<file path="config.mk">
export PLATFORM = sky130hd
export DESIGN_NAME = programming_request_deframer
export DESIGN_NICKNAME = d
export VERILOG_FILES = /design/src/prd_pkg.sv /design/src/prd_front.sv /design/src/prd_queue.sv /design/src/prd_back.sv /design/src/programming_request_deframer.sv
export SDC_FILE = /design/constraint.sdc
export NUM_CORES = 1
export LEC_CHECK = 0
export BUFFER_PORTS_ARGS = -buffer_cell sky130_fd_sc_hd__buf_2
export CAP_MARGIN = 20
export CORE_AREA = 2 2 252 130
export DETAILED_ROUTE_END_ITERATION = 10
export DIE_AREA = 0 0 254 132
export GPL_TIMING_DRIVEN = 0
export SLEW_MARGIN = 10
export SYNTH_ARGS = -nofsm -noshare
export SYNTH_HDL_FRONTEND = slang
export SYNTH_SLANG_ARGS = --single-unit
</file>
<file path="constraint.sdc">
create_clock -name clk_i -period 9.8 [get_ports clk_i]
set_input_delay 1.96 -clock clk_i [delete_from_list [all_inputs] [get_ports clk_i]]
set_output_delay 1.96 -clock clk_i [all_outputs]
set_load 0.01 [all_outputs]
</file>
<file path="src/prd_pkg.sv">
package prd_pkg;

  // Default number of payload bytes in a write frame.
  localparam int unsigned PageBytesDefault = 1024;

  // Depth of the queue between the parser and the result stage.
  localparam int unsigned QueueDepth = 4;

  localparam logic [7:0]  LEAD_CMD   = 8'h34;
  localparam logic [7:0]  LEAD_READ  = 8'h52;
  localparam logic [3:0]  LEAD_WRITE = 4'h9;
  localparam logic [15:0] CMD_ENTER  = 16'h0510;
  localparam logic [15:0] CMD_LEAVE  = 16'h05EE;

  typedef enum logic [2:0] {
    KIND_PAYLOAD    = 3'd0,
    KIND_ENTER      = 3'd1,
    KIND_LEAVE      = 3'd2,
    KIND_READ       = 3'd3,
    KIND_WRITE_DONE = 3'd4,
    KIND_CSUM_ERR   = 3'd5,
    KIND_UNEXPECTED = 3'd6
  } kind_e;

  // One classified event on its way from the parser to the result stage.
  typedef struct packed {
    kind_e       kind;
    logic [15:0] page;
    logic [3:0]  segment;
    logic [7:0]  data;
    logic [9:0]  index;
    logic        frame_end;
  } event_t;

  // Queue status seen by the parser and the result stage.
  typedef struct packed {
    logic full;
    logic not_empty;
  } q_status_t;

endpackage

</file>
<file path="src/prd_front.sv">
module prd_front #(
  parameter int unsigned PageBytes = prd_pkg::PageBytesDefault
) (
  input  logic             clk_i,
  input  logic             rst_ni,
  input  logic             accept_i,
  input  logic [7:0]       rx_byte_i,
  output logic             ev_valid_o,
  output prd_pkg::event_t  ev_o
);

  localparam int unsigned CntW = $clog2(PageBytes + 4);
  localparam int unsigned IdxW = (CntW > 10) ? CntW : 10;

  typedef enum logic [3:0] {
    FT_IDLE  = 4'b0001,
    FT_CMD   = 4'b0010,
    FT_READ  = 4'b0100,
    FT_WRITE = 4'b1000
  } frame_e;

  frame_e            frame_q, frame_d;
  logic [CntW-1:0]   count_q, count_d;
  logic [7:0]        sum_q, sum_d;
  logic [15:0]       page_q, page_d;
  logic [3:0]        seg_q, seg_d;
  logic [15:0]       cmd_q, cmd_d;
  logic [CntW-1:0]   last_pos;
  logic [IdxW-1:0]   pay_pos;

  always_comb begin
    case (frame_q)
      FT_CMD:  last_pos = CntW'(4);
      FT_READ: last_pos = CntW'(3);
      default: last_pos = CntW'(PageBytes + 3);
    endcase
  end

  assign pay_pos = IdxW'(count_q) - IdxW'(3);

  always_comb begin
    frame_d    = frame_q;
    count_d    = count_q;
    sum_d      = sum_q;
    page_d     = page_q;
    seg_d      = seg_q;
    cmd_d      = cmd_q;
    ev_valid_o = 1'b0;
    ev_o       = '0;
    if (accept_i) begin
      if (frame_q == FT_IDLE) begin
        page_d  = '0;
        seg_d   = '0;
        cmd_d   = '0;
        count_d = CntW'(1);
        sum_d   = rx_byte_i;
        if (rx_byte_i == prd_pkg::LEAD_CMD) begin
          frame_d = FT_CMD;
        end else if (rx_byte_i == prd_pkg::LEAD_READ) begin
          frame_d = FT_READ;
        end else if (rx_byte_i[7:4] == prd_pkg::LEAD_WRITE) begin
          frame_d = FT_WRITE;
          seg_d   = rx_byte_i[3:0];
        end else begin
          // A stray lead byte is reported and the parser stays idle.
          count_d         = count_q;
          sum_d           = sum_q;
          ev_valid_o      = 1'b1;
          ev_o.kind       = prd_pkg::KIND_UNEXPECTED;
          ev_o.frame_end  = 1'b1;
        end
      end else if (count_q >= last_pos) begin
        frame_d        = FT_IDLE;
        count_d        = '0;
        sum_d          = '0;
        ev_valid_o     = 1'b1;
        ev_o.frame_end = 1'b1;
        if (sum_q != rx_byte_i) begin
          ev_o.kind    = prd_pkg::KIND_CSUM_ERR;
          ev_o.page    = page_q;
          ev_o.segment = seg_q;
        end else if (frame_q == FT_CMD) begin
          if (cmd_q == prd_pkg::CMD_ENTER) begin
            ev_o.kind = prd_pkg::KIND_ENTER;
          end else if (cmd_q == prd_pkg::CMD_LEAVE) begin
            ev_o.kind = prd_pkg::KIND_LEAVE;
          end else begin
            ev_o.kind = prd_pkg::KIND_UNEXPECTED;
          end
        end else if (frame_q == FT_READ) begin
          ev_o.kind = prd_pkg::KIND_READ;
          ev_o.page = page_q;
        end else begin
          ev_o.kind    = prd_pkg::KIND_WRITE_DONE;
          ev_o.page    = page_q;
          ev_o.segment = seg_q;
        end
      end else begin
        sum_d   = sum_q + rx_byte_i;
        count_d = count_q + CntW'(1);
        if (frame_q == FT_CMD) begin
          if (count_q == CntW'(2)) begin
            cmd_d = {rx_byte_i, cmd_q[7:0]};
          end else if (count_q == CntW'(3)) begin
            cmd_d = {cmd_q[15:8], rx_byte_i};
          end
        end else if (count_q == CntW'(1)) begin
          page_d = {rx_byte_i, page_q[7:0]};
        end else if (count_q == CntW'(2)) begin
          page_d = {page_q[15:8], rx_byte_i};
        end else if (frame_q == FT_WRITE) begin
          ev_valid_o   = 1'b1;
          ev_o.kind    = prd_pkg::KIND_PAYLOAD;
          ev_o.page    = page_q;
          ev_o.segment = seg_q;
          ev_o.data    = rx_byte_i;
          ev_o.index   = pay_pos[9:0];
        end
      end
    end
  end

  always_ff @(posedge clk_i or negedge rst_ni) begin
    if (!rst_ni) begin
      frame_q <= FT_IDLE;
      count_q <= '0;
      sum_q   <= '0;
      page_q  <= '0;
      seg_q   <= '0;
      cmd_q   <= '0;
    end else begin
      frame_q <= frame_d;
      count_q <= count_d;
      sum_q   <= sum_d;
      page_q  <= page_d;
      seg_q   <= seg_d;
      cmd_q   <= cmd_d;
    end
  end

endmodule

</file>
<file path="src/prd_queue.sv">
module prd_queue (
  input  logic                 clk_i,
  input  logic                 rst_ni,
  input  logic                 push_i,
  input  prd_pkg::event_t      push_data_i,
  input  logic                 pop_i,
  output prd_pkg::event_t      head_o,
  output prd_pkg::q_status_t   status_o
);

  localparam int unsigned PtrW = $clog2(prd_pkg::QueueDepth);
  localparam int unsigned CntW = $clog2(prd_pkg::QueueDepth + 1);

  prd_pkg::event_t  slots_q [prd_pkg::QueueDepth];
  logic [PtrW-1:0]  wr_ptr_q, rd_ptr_q;
  logic [CntW-1:0]  count_q;

  assign head_o             = slots_q[rd_ptr_q];
  assign status_o.full      = (count_q == CntW'(prd_pkg::QueueDepth));
  assign status_o.not_empty = (count_q != '0);

  always_ff @(posedge clk_i) begin
    if (push_i) begin
      slots_q[wr_ptr_q] <= push_data_i;
    end
  end

  always_ff @(posedge clk_i or negedge rst_ni) begin
    if (!rst_ni) begin
      wr_ptr_q <= '0;
      rd_ptr_q <= '0;
      count_q  <= '0;
    end else begin
      if (push_i) begin
        wr_ptr_q <= wr_ptr_q + PtrW'(1);
      end
      if (pop_i) begin
        rd_ptr_q <= rd_ptr_q + PtrW'(1);
      end
      case ({push_i, pop_i})
        2'b10:   count_q <= count_q + CntW'(1);
        2'b01:   count_q <= count_q - CntW'(1);
        default: count_q <= count_q;
      endcase
    end
  end

endmodule

</file>
<file path="src/prd_back.sv">
module prd_back (
  input  logic                clk_i,
  input  logic                rst_ni,
  input  prd_pkg::event_t     head_i,
  input  prd_pkg::q_status_t  status_i,
  output logic                pop_o,
  output logic                out_valid_o,
  input  logic                out_stall_i,
  output logic [2:0]          result_kind_o,
  output logic [15:0]         page_o,
  output logic [3:0]          segment_o,
  output logic [28:0]         address_o,
  output logic [7:0]          data_byte_o,
  output logic [9:0]          byte_index_o,
  output logic                frame_end_o
);

  logic            valid_q;
  prd_pkg::event_t ev_q;
  logic [28:0]     addr_q, addr_d;

  // The output register reloads whenever it is empty or being taken and the queue holds an item.
  assign pop_o = status_i.not_empty && (!valid_q || !out_stall_i);

  always_comb begin
    case (head_i.kind)
      prd_pkg::KIND_READ: begin
        addr_d = {3'b000, head_i.page, 10'b0};
      end
      prd_pkg::KIND_PAYLOAD, prd_pkg::KIND_WRITE_DONE: begin
        addr_d = {1'b0, head_i.segment, 24'b0} + {3'b000, head_i.page, 10'b0};
      end
      default: begin
        addr_d = '0;
      end
    endcase
  end

  always_ff @(posedge clk_i or negedge rst_ni) begin
    if (!rst_ni) begin
      valid_q <= 1'b0;
    end else if (pop_o) begin
      valid_q <= 1'b1;
    end else if (!out_stall_i) begin
      valid_q <= 1'b0;
    end
  end

  always_ff @(posedge clk_i) begin
    if (pop_o) begin
      ev_q   <= head_i;
      addr_q <= addr_d;
    end
  end

  assign out_valid_o   = valid_q;
  assign result_kind_o = ev_q.kind;
  assign page_o        = ev_q.page;
  assign segment_o     = ev_q.segment;
  assign address_o     = addr_q;
  assign data_byte_o   = ev_q.data;
  assign byte_index_o  = ev_q.index;
  assign frame_end_o   = ev_q.frame_end;

endmodule

</file>
<file path="src/programming_request_deframer.sv">
// Channel   Direction  Handshake                 Payload
// request   in         in_valid_i / in_stall_o   rx_byte_i
// result    out        out_valid_o / out_stall_i result_kind_o, page_o, segment_o,
//                                                address_o, data_byte_o, byte_index_o,
//                                                frame_end_o
//
// One byte is taken per cycle while in_stall_o is low; the parser updates its
// counter and running sum; each item goes via the queue to the output register.
// A four-item queue sits between the parser and the output register, so input
// is stalled only once that queue has filled behind a stalled output.
// Reset is asynchronous and leaves the parser idle, awaiting a lead byte.
module programming_request_deframer #(
  parameter int unsigned PageBytes = prd_pkg::PageBytesDefault
) (
  input  logic        clk_i,
  input  logic        rst_ni,
  input  logic        in_valid_i,
  output logic        in_stall_o,
  input  logic [7:0]  rx_byte_i,
  output logic        out_valid_o,
  input  logic        out_stall_i,
  output logic [2:0]  result_kind_o,
  output logic [15:0] page_o,
  output logic [3:0]  segment_o,
  output logic [28:0] address_o,
  output logic [7:0]  data_byte_o,
  output logic [9:0]  byte_index_o,
  output logic        frame_end_o
);

  logic               accept;
  logic               ev_valid;
  prd_pkg::event_t    ev;
  prd_pkg::event_t    head;
  prd_pkg::q_status_t q_status;
  logic               pop;

  assign in_stall_o = q_status.full;
  assign accept     = in_valid_i && !q_status.full;

  prd_front #(
    .PageBytes (PageBytes)
  ) u_front (
    .clk_i      (clk_i),
    .rst_ni     (rst_ni),
    .accept_i   (accept),
    .rx_byte_i  (rx_byte_i),
    .ev_valid_o (ev_valid),
    .ev_o       (ev)
  );

  prd_queue u_queue (
    .clk_i       (clk_i),
    .rst_ni      (rst_ni),
    .push_i      (ev_valid),
    .push_data_i (ev),
    .pop_i       (pop),
    .head_o      (head),
    .status_o    (q_status)
  );

  prd_back u_back (
    .clk_i         (clk_i),
    .rst_ni        (rst_ni),
    .head_i        (head),
    .status_i      (q_status),
    .pop_o         (pop),
    .out_valid_o   (out_valid_o),
    .out_stall_i   (out_stall_i),
    .result_kind_o (result_kind_o),
    .page_o        (page_o),
    .segment_o     (segment_o),
    .address_o     (address_o),
    .data_byte_o   (data_byte_o),
    .byte_index_o  (byte_index_o),
    .frame_end_o   (frame_end_o)
  );

endmodule

</file>
==> qor.csv <==
metric;value;unit
global_route_overflow;0;
final_net_count;936;
die_x;254;um
worst-setup-path-type;input port to flip-flop;
top_ff_cell_synth;sky130_fd_sc_hd__edfxtp_1;
peak_vdd_ir;127;uV
report.final.slew_viol_count;0;
synth_warnings;0;
design.core.area;0.0312;mm2
postCtsSetupRepairBufs;0;
preCtsSetupSlack;4.50;ns
rsz0062_at_grt;no;
die_area;0.0335;mm2
cts.clk_slew.worst_paths;0.07;ns
grt_first_pass_wirelength;41.2;mm
grt_usage;16.0;%
timing.critical_path.arrival;5.01;ns
cts_tree;built;
worst_slack;5.03;ns
run_status;finished clean;
final_cells;1353;
gp_congestion;0.847;
antenna_found_initial;0;
synth_simple_gate_area_share;9.61;%
die_h;132;um
headroom_to_the_max_slew_limit;37.9;%
netlist_top_cells_area;sky130_fd_sc_hd__edfxtp_1, sky130_fd_sc_hd__dfrtp_1, sky130_fd_sc_hd__mux4_2, sky130_fd_sc_hd__and2_1, sky130_fd_sc_hd__ha_1;
fraction_of_registers_with_async_set_or_reset_after_synthesis;22.6;%
final.setup.tns;0;ns
finalWorstPathRequiredPeriod;4.77;ns
synthesis.area_per_instance;15.8;um2
grt_start_max_net_pins;49;
postCtsResizedCells;0;
synth_compound_gate_area_share;6.61;%
detail-route-antenna-nets;0;
vias;7073;
synthXorXnorAreaFrac;1.49;%
area.growth.synth_to_final;16.6;%
routed_wl;26.4;mm
worst_hold_path_type;flip-flop to flip-flop;
post-dp-hpwl;18.6;mm
min_period_over_period;48.7;%
placedCellCount;1303;
setup_viol;0;
final_report_hold_violation_count;0;
ioPinCount;85;
drv.max_cap_violation_count;0;
total_cts_buffers;27;
timing.clock.skew;0.0123;ns
power_leakage;5.29;nW
fin_hold_ws;0.485;ns
syn-cell-area;0.0124;mm2
post-route-drc-count;0;
initialDrtViolationCount;688;
syn-instance-count;781;
synth_area_leader;sky130_fd_sc_hd__edfxtp_1;
ys_types;65;
avgViaCountPerCell;5.23;
detailed_router_iteration_count_before_antenna_repair;5;
synth_enable_flop_cells;229;
fmax;210;MHz
finalCoreUtilization;46.2;%
critPathMaxFanout;25;
tritoncts_num_sinks;296;
synth-adder-area-share;2.61;%
critical_path_required;10.04;ns
synth-seq-area-share;69.2;%
worstMarginPinSlew;0.932;ns
postCtsHoldBufs;0;
setup.worst_path.start_class;input port;
synth_mux_area_share;7.82;%
avgRoutedWirePerCell;19.5;um
number_of_global_route_vias_before_repair;6835;
buffer_ports.inserted;74;
largest_family_of_logic_cells_by_synthesized_area;simple AND/OR/NAND/NOR gates;
ys_seq_elements;296;
std_cell_rows;46;
drive_gt1_share;22.7;%
clock_insertion_delay_worst_skew;0.55;ns
antenna_cells_inserted;0;
start_util;39.6;%
endpoint_kind;flip-flop;
ctsHtreeMaxLevel;1;
clockRootBuffer;sky130_fd_sc_hd__clkbuf_16;
power_dens_cells;284;mW/mm2
yosysTopAreaCellShare;55.6;%
clk_path_buf_depth;3;
## metal layers
layer	GRT usage, %	vias to the layer above	share of wire (%)
li1	-	3219	-
met1	27.3	3589	53
met2	20.4	234	39
met3	3.73	31	7.2
met4	2.78	0	1.5
met5	0	-	0
## final timing paths
path / from / endpoint / slack, ns / cells past startpoint
worst max register to register: u_front.frame_q[3]$_DFFE_PN0P_ / u_queue.slots_q[1][20]$_DFFE_PP_ / 5.53 / 10
worst max-delay path: rx_byte_i[5] / u_queue.slots_q[1][20]$_DFFE_PP_ / 5.03 / 9
max in group asynchronous: rst_ni / u_front.frame_q[0]$_DFFE_PN1P_ / 7.91 / 2
worst min-delay path: u_front.seg_q[3]$_DFFE_PN0P_ / u_front.seg_q[3]$_DFFE_PN0P_ / 0.49 / 2
worst min register to register: u_front.seg_q[3]$_DFFE_PN0P_ / u_front.seg_q[3]$_DFFE_PN0P_ / 0.49 / 2
min in group asynchronous: rst_ni / u_front.sum_q[4]$_DFFE_PN0P_ / 1.30 / 1
## cell families (layout without fill, tap and decap cells)
family / after synthesis / in the layout
AO/OA/AOI/OAI: 110 / 110
buffers and inverters: 68 / 199
other: 1 / 10
adder cells (fa/ha/maj): 24 / 24
multiplexers: 44 / 44
flip-flops: 296 / 296
XOR/XNOR: 21 / 21
AND/OR/NAND/NOR: 217 / 217
## registers in the layout, indices dropped and copies added, names as in the netlist, 8 cells and up
name,count
u_back.address_o,19
u_back.byte_index_o,10
u_back.data_byte_o,8
u_back.page_o,16
u_front.cmd_q,16
u_front.count_q,11
u_front.page_q,16
u_front.sum_q,8
u_queue.slots_q,168
## Yosys cell counts, types with 3 or more instances
library cell               number
sky130_fd_sc_hd__a21oi_1       17
sky130_fd_sc_hd__a221oi_1       4
sky130_fd_sc_hd__a22o_1        27
sky130_fd_sc_hd__a31oi_1        6
sky130_fd_sc_hd__and2_1        43
sky130_fd_sc_hd__and3_1         6
sky130_fd_sc_hd__buf_1          6
sky130_fd_sc_hd__buf_2          7
sky130_fd_sc_hd__buf_4         11
sky130_fd_sc_hd__clkbuf_1      21
sky130_fd_sc_hd__clkbuf_2       3
sky130_fd_sc_hd__dfrtp_1       66
sky130_fd_sc_hd__edfxtp_1     229
sky130_fd_sc_hd__fa_1           3
sky130_fd_sc_hd__ha_1          21
sky130_fd_sc_hd__inv_1         18
sky130_fd_sc_hd__mux4_2        42
sky130_fd_sc_hd__nand2_1       44
sky130_fd_sc_hd__nand2b_1       3
sky130_fd_sc_hd__nand3_1       26
sky130_fd_sc_hd__nor2_1        38
sky130_fd_sc_hd__nor2b_1        5
sky130_fd_sc_hd__nor3_1        15
sky130_fd_sc_hd__nor3b_1        4
sky130_fd_sc_hd__nor4_1         5
sky130_fd_sc_hd__nor4bb_1       4
sky130_fd_sc_hd__o21ai_0       29
sky130_fd_sc_hd__o21ai_1        4
sky130_fd_sc_hd__o31ai_1        4
sky130_fd_sc_hd__or3_1          4
sky130_fd_sc_hd__or4b_2         4
sky130_fd_sc_hd__xnor2_1       15
sky130_fd_sc_hd__xor2_1         6
## area by class of cell
type / count / area [um2]
plain buffers: 50 / 256
clock buffers: 38 / 747
clock inverters: 12 / 193
fillers: 2743 / 16800
inverters: 18 / 67.6
multi-input cells: 426 / 3530
flip-flops and latches: 296 / 8550
well taps: 432 / 541
repair buffers: 81 / 520
## power breakdown
group	total, W	internal, W	switching, W	leakage [nW]
combinational	0.00118	0.000502	0.000682	1.79
sequential	0.00179	0.00170	0.0000905	3.04
clock	0.00112	0.000664	0.000457	0.456
total	0.00410	0.00287	0.00123	5.29
## cells in the final DEF (no fill, tap or decap), types with 10 or more instances in the layout
cell	Yosys	final
sky130_fd_sc_hd__dfrtp_1	66	66
sky130_fd_sc_hd__edfxtp_1	229	229
sky130_fd_sc_hd__nor3_1	15	15
sky130_fd_sc_hd__inv_1	18	18
sky130_fd_sc_hd__clkbuf_16	0	27
sky130_fd_sc_hd__ha_1	21	21
sky130_fd_sc_hd__clkbuf_1	21	29
sky130_fd_sc_hd__o21ai_0	29	29
sky130_fd_sc_hd__and2_1	43	39
sky130_fd_sc_hd__xnor2_1	15	15
sky130_fd_sc_hd__buf_2	7	80
sky130_fd_sc_hd__mux4_2	42	42
sky130_fd_sc_hd__nand3_1	26	26
sky130_fd_sc_hd__buf_4	11	12
sky130_fd_sc_hd__a22o_1	27	27
sky130_fd_sc_hd__a21oi_1	17	16
sky130_fd_sc_hd__conb_1	1	10
sky130_fd_sc_hd__nor2_1	38	38
sky130_fd_sc_hd__nand2_1	44	44
## metrics by stage
step                area [um2]  power [W]
floorplan                12400    0.00261
global placement         13300    0.00299
detailed placement       13500    0.00302
CTS                      14400    0.00416
global route             14400    0.00433
finish                   14400    0.00410
## critical path: stages
cell	delay, ns
sky130_fd_sc_hd__buf_2	0.10
sky130_fd_sc_hd__clkbuf_1	0.55
sky130_fd_sc_hd__nor4bb_1	0.17
sky130_fd_sc_hd__o21ai_1	0.31
sky130_fd_sc_hd__a21oi_1	0.14
sky130_fd_sc_hd__nand2b_1	0.24
sky130_fd_sc_hd__a21oi_1	0.58
sky130_fd_sc_hd__and2_2	0.64
sky130_fd_sc_hd__buf_12	0.27
Power figures use the tool's default switching activity.
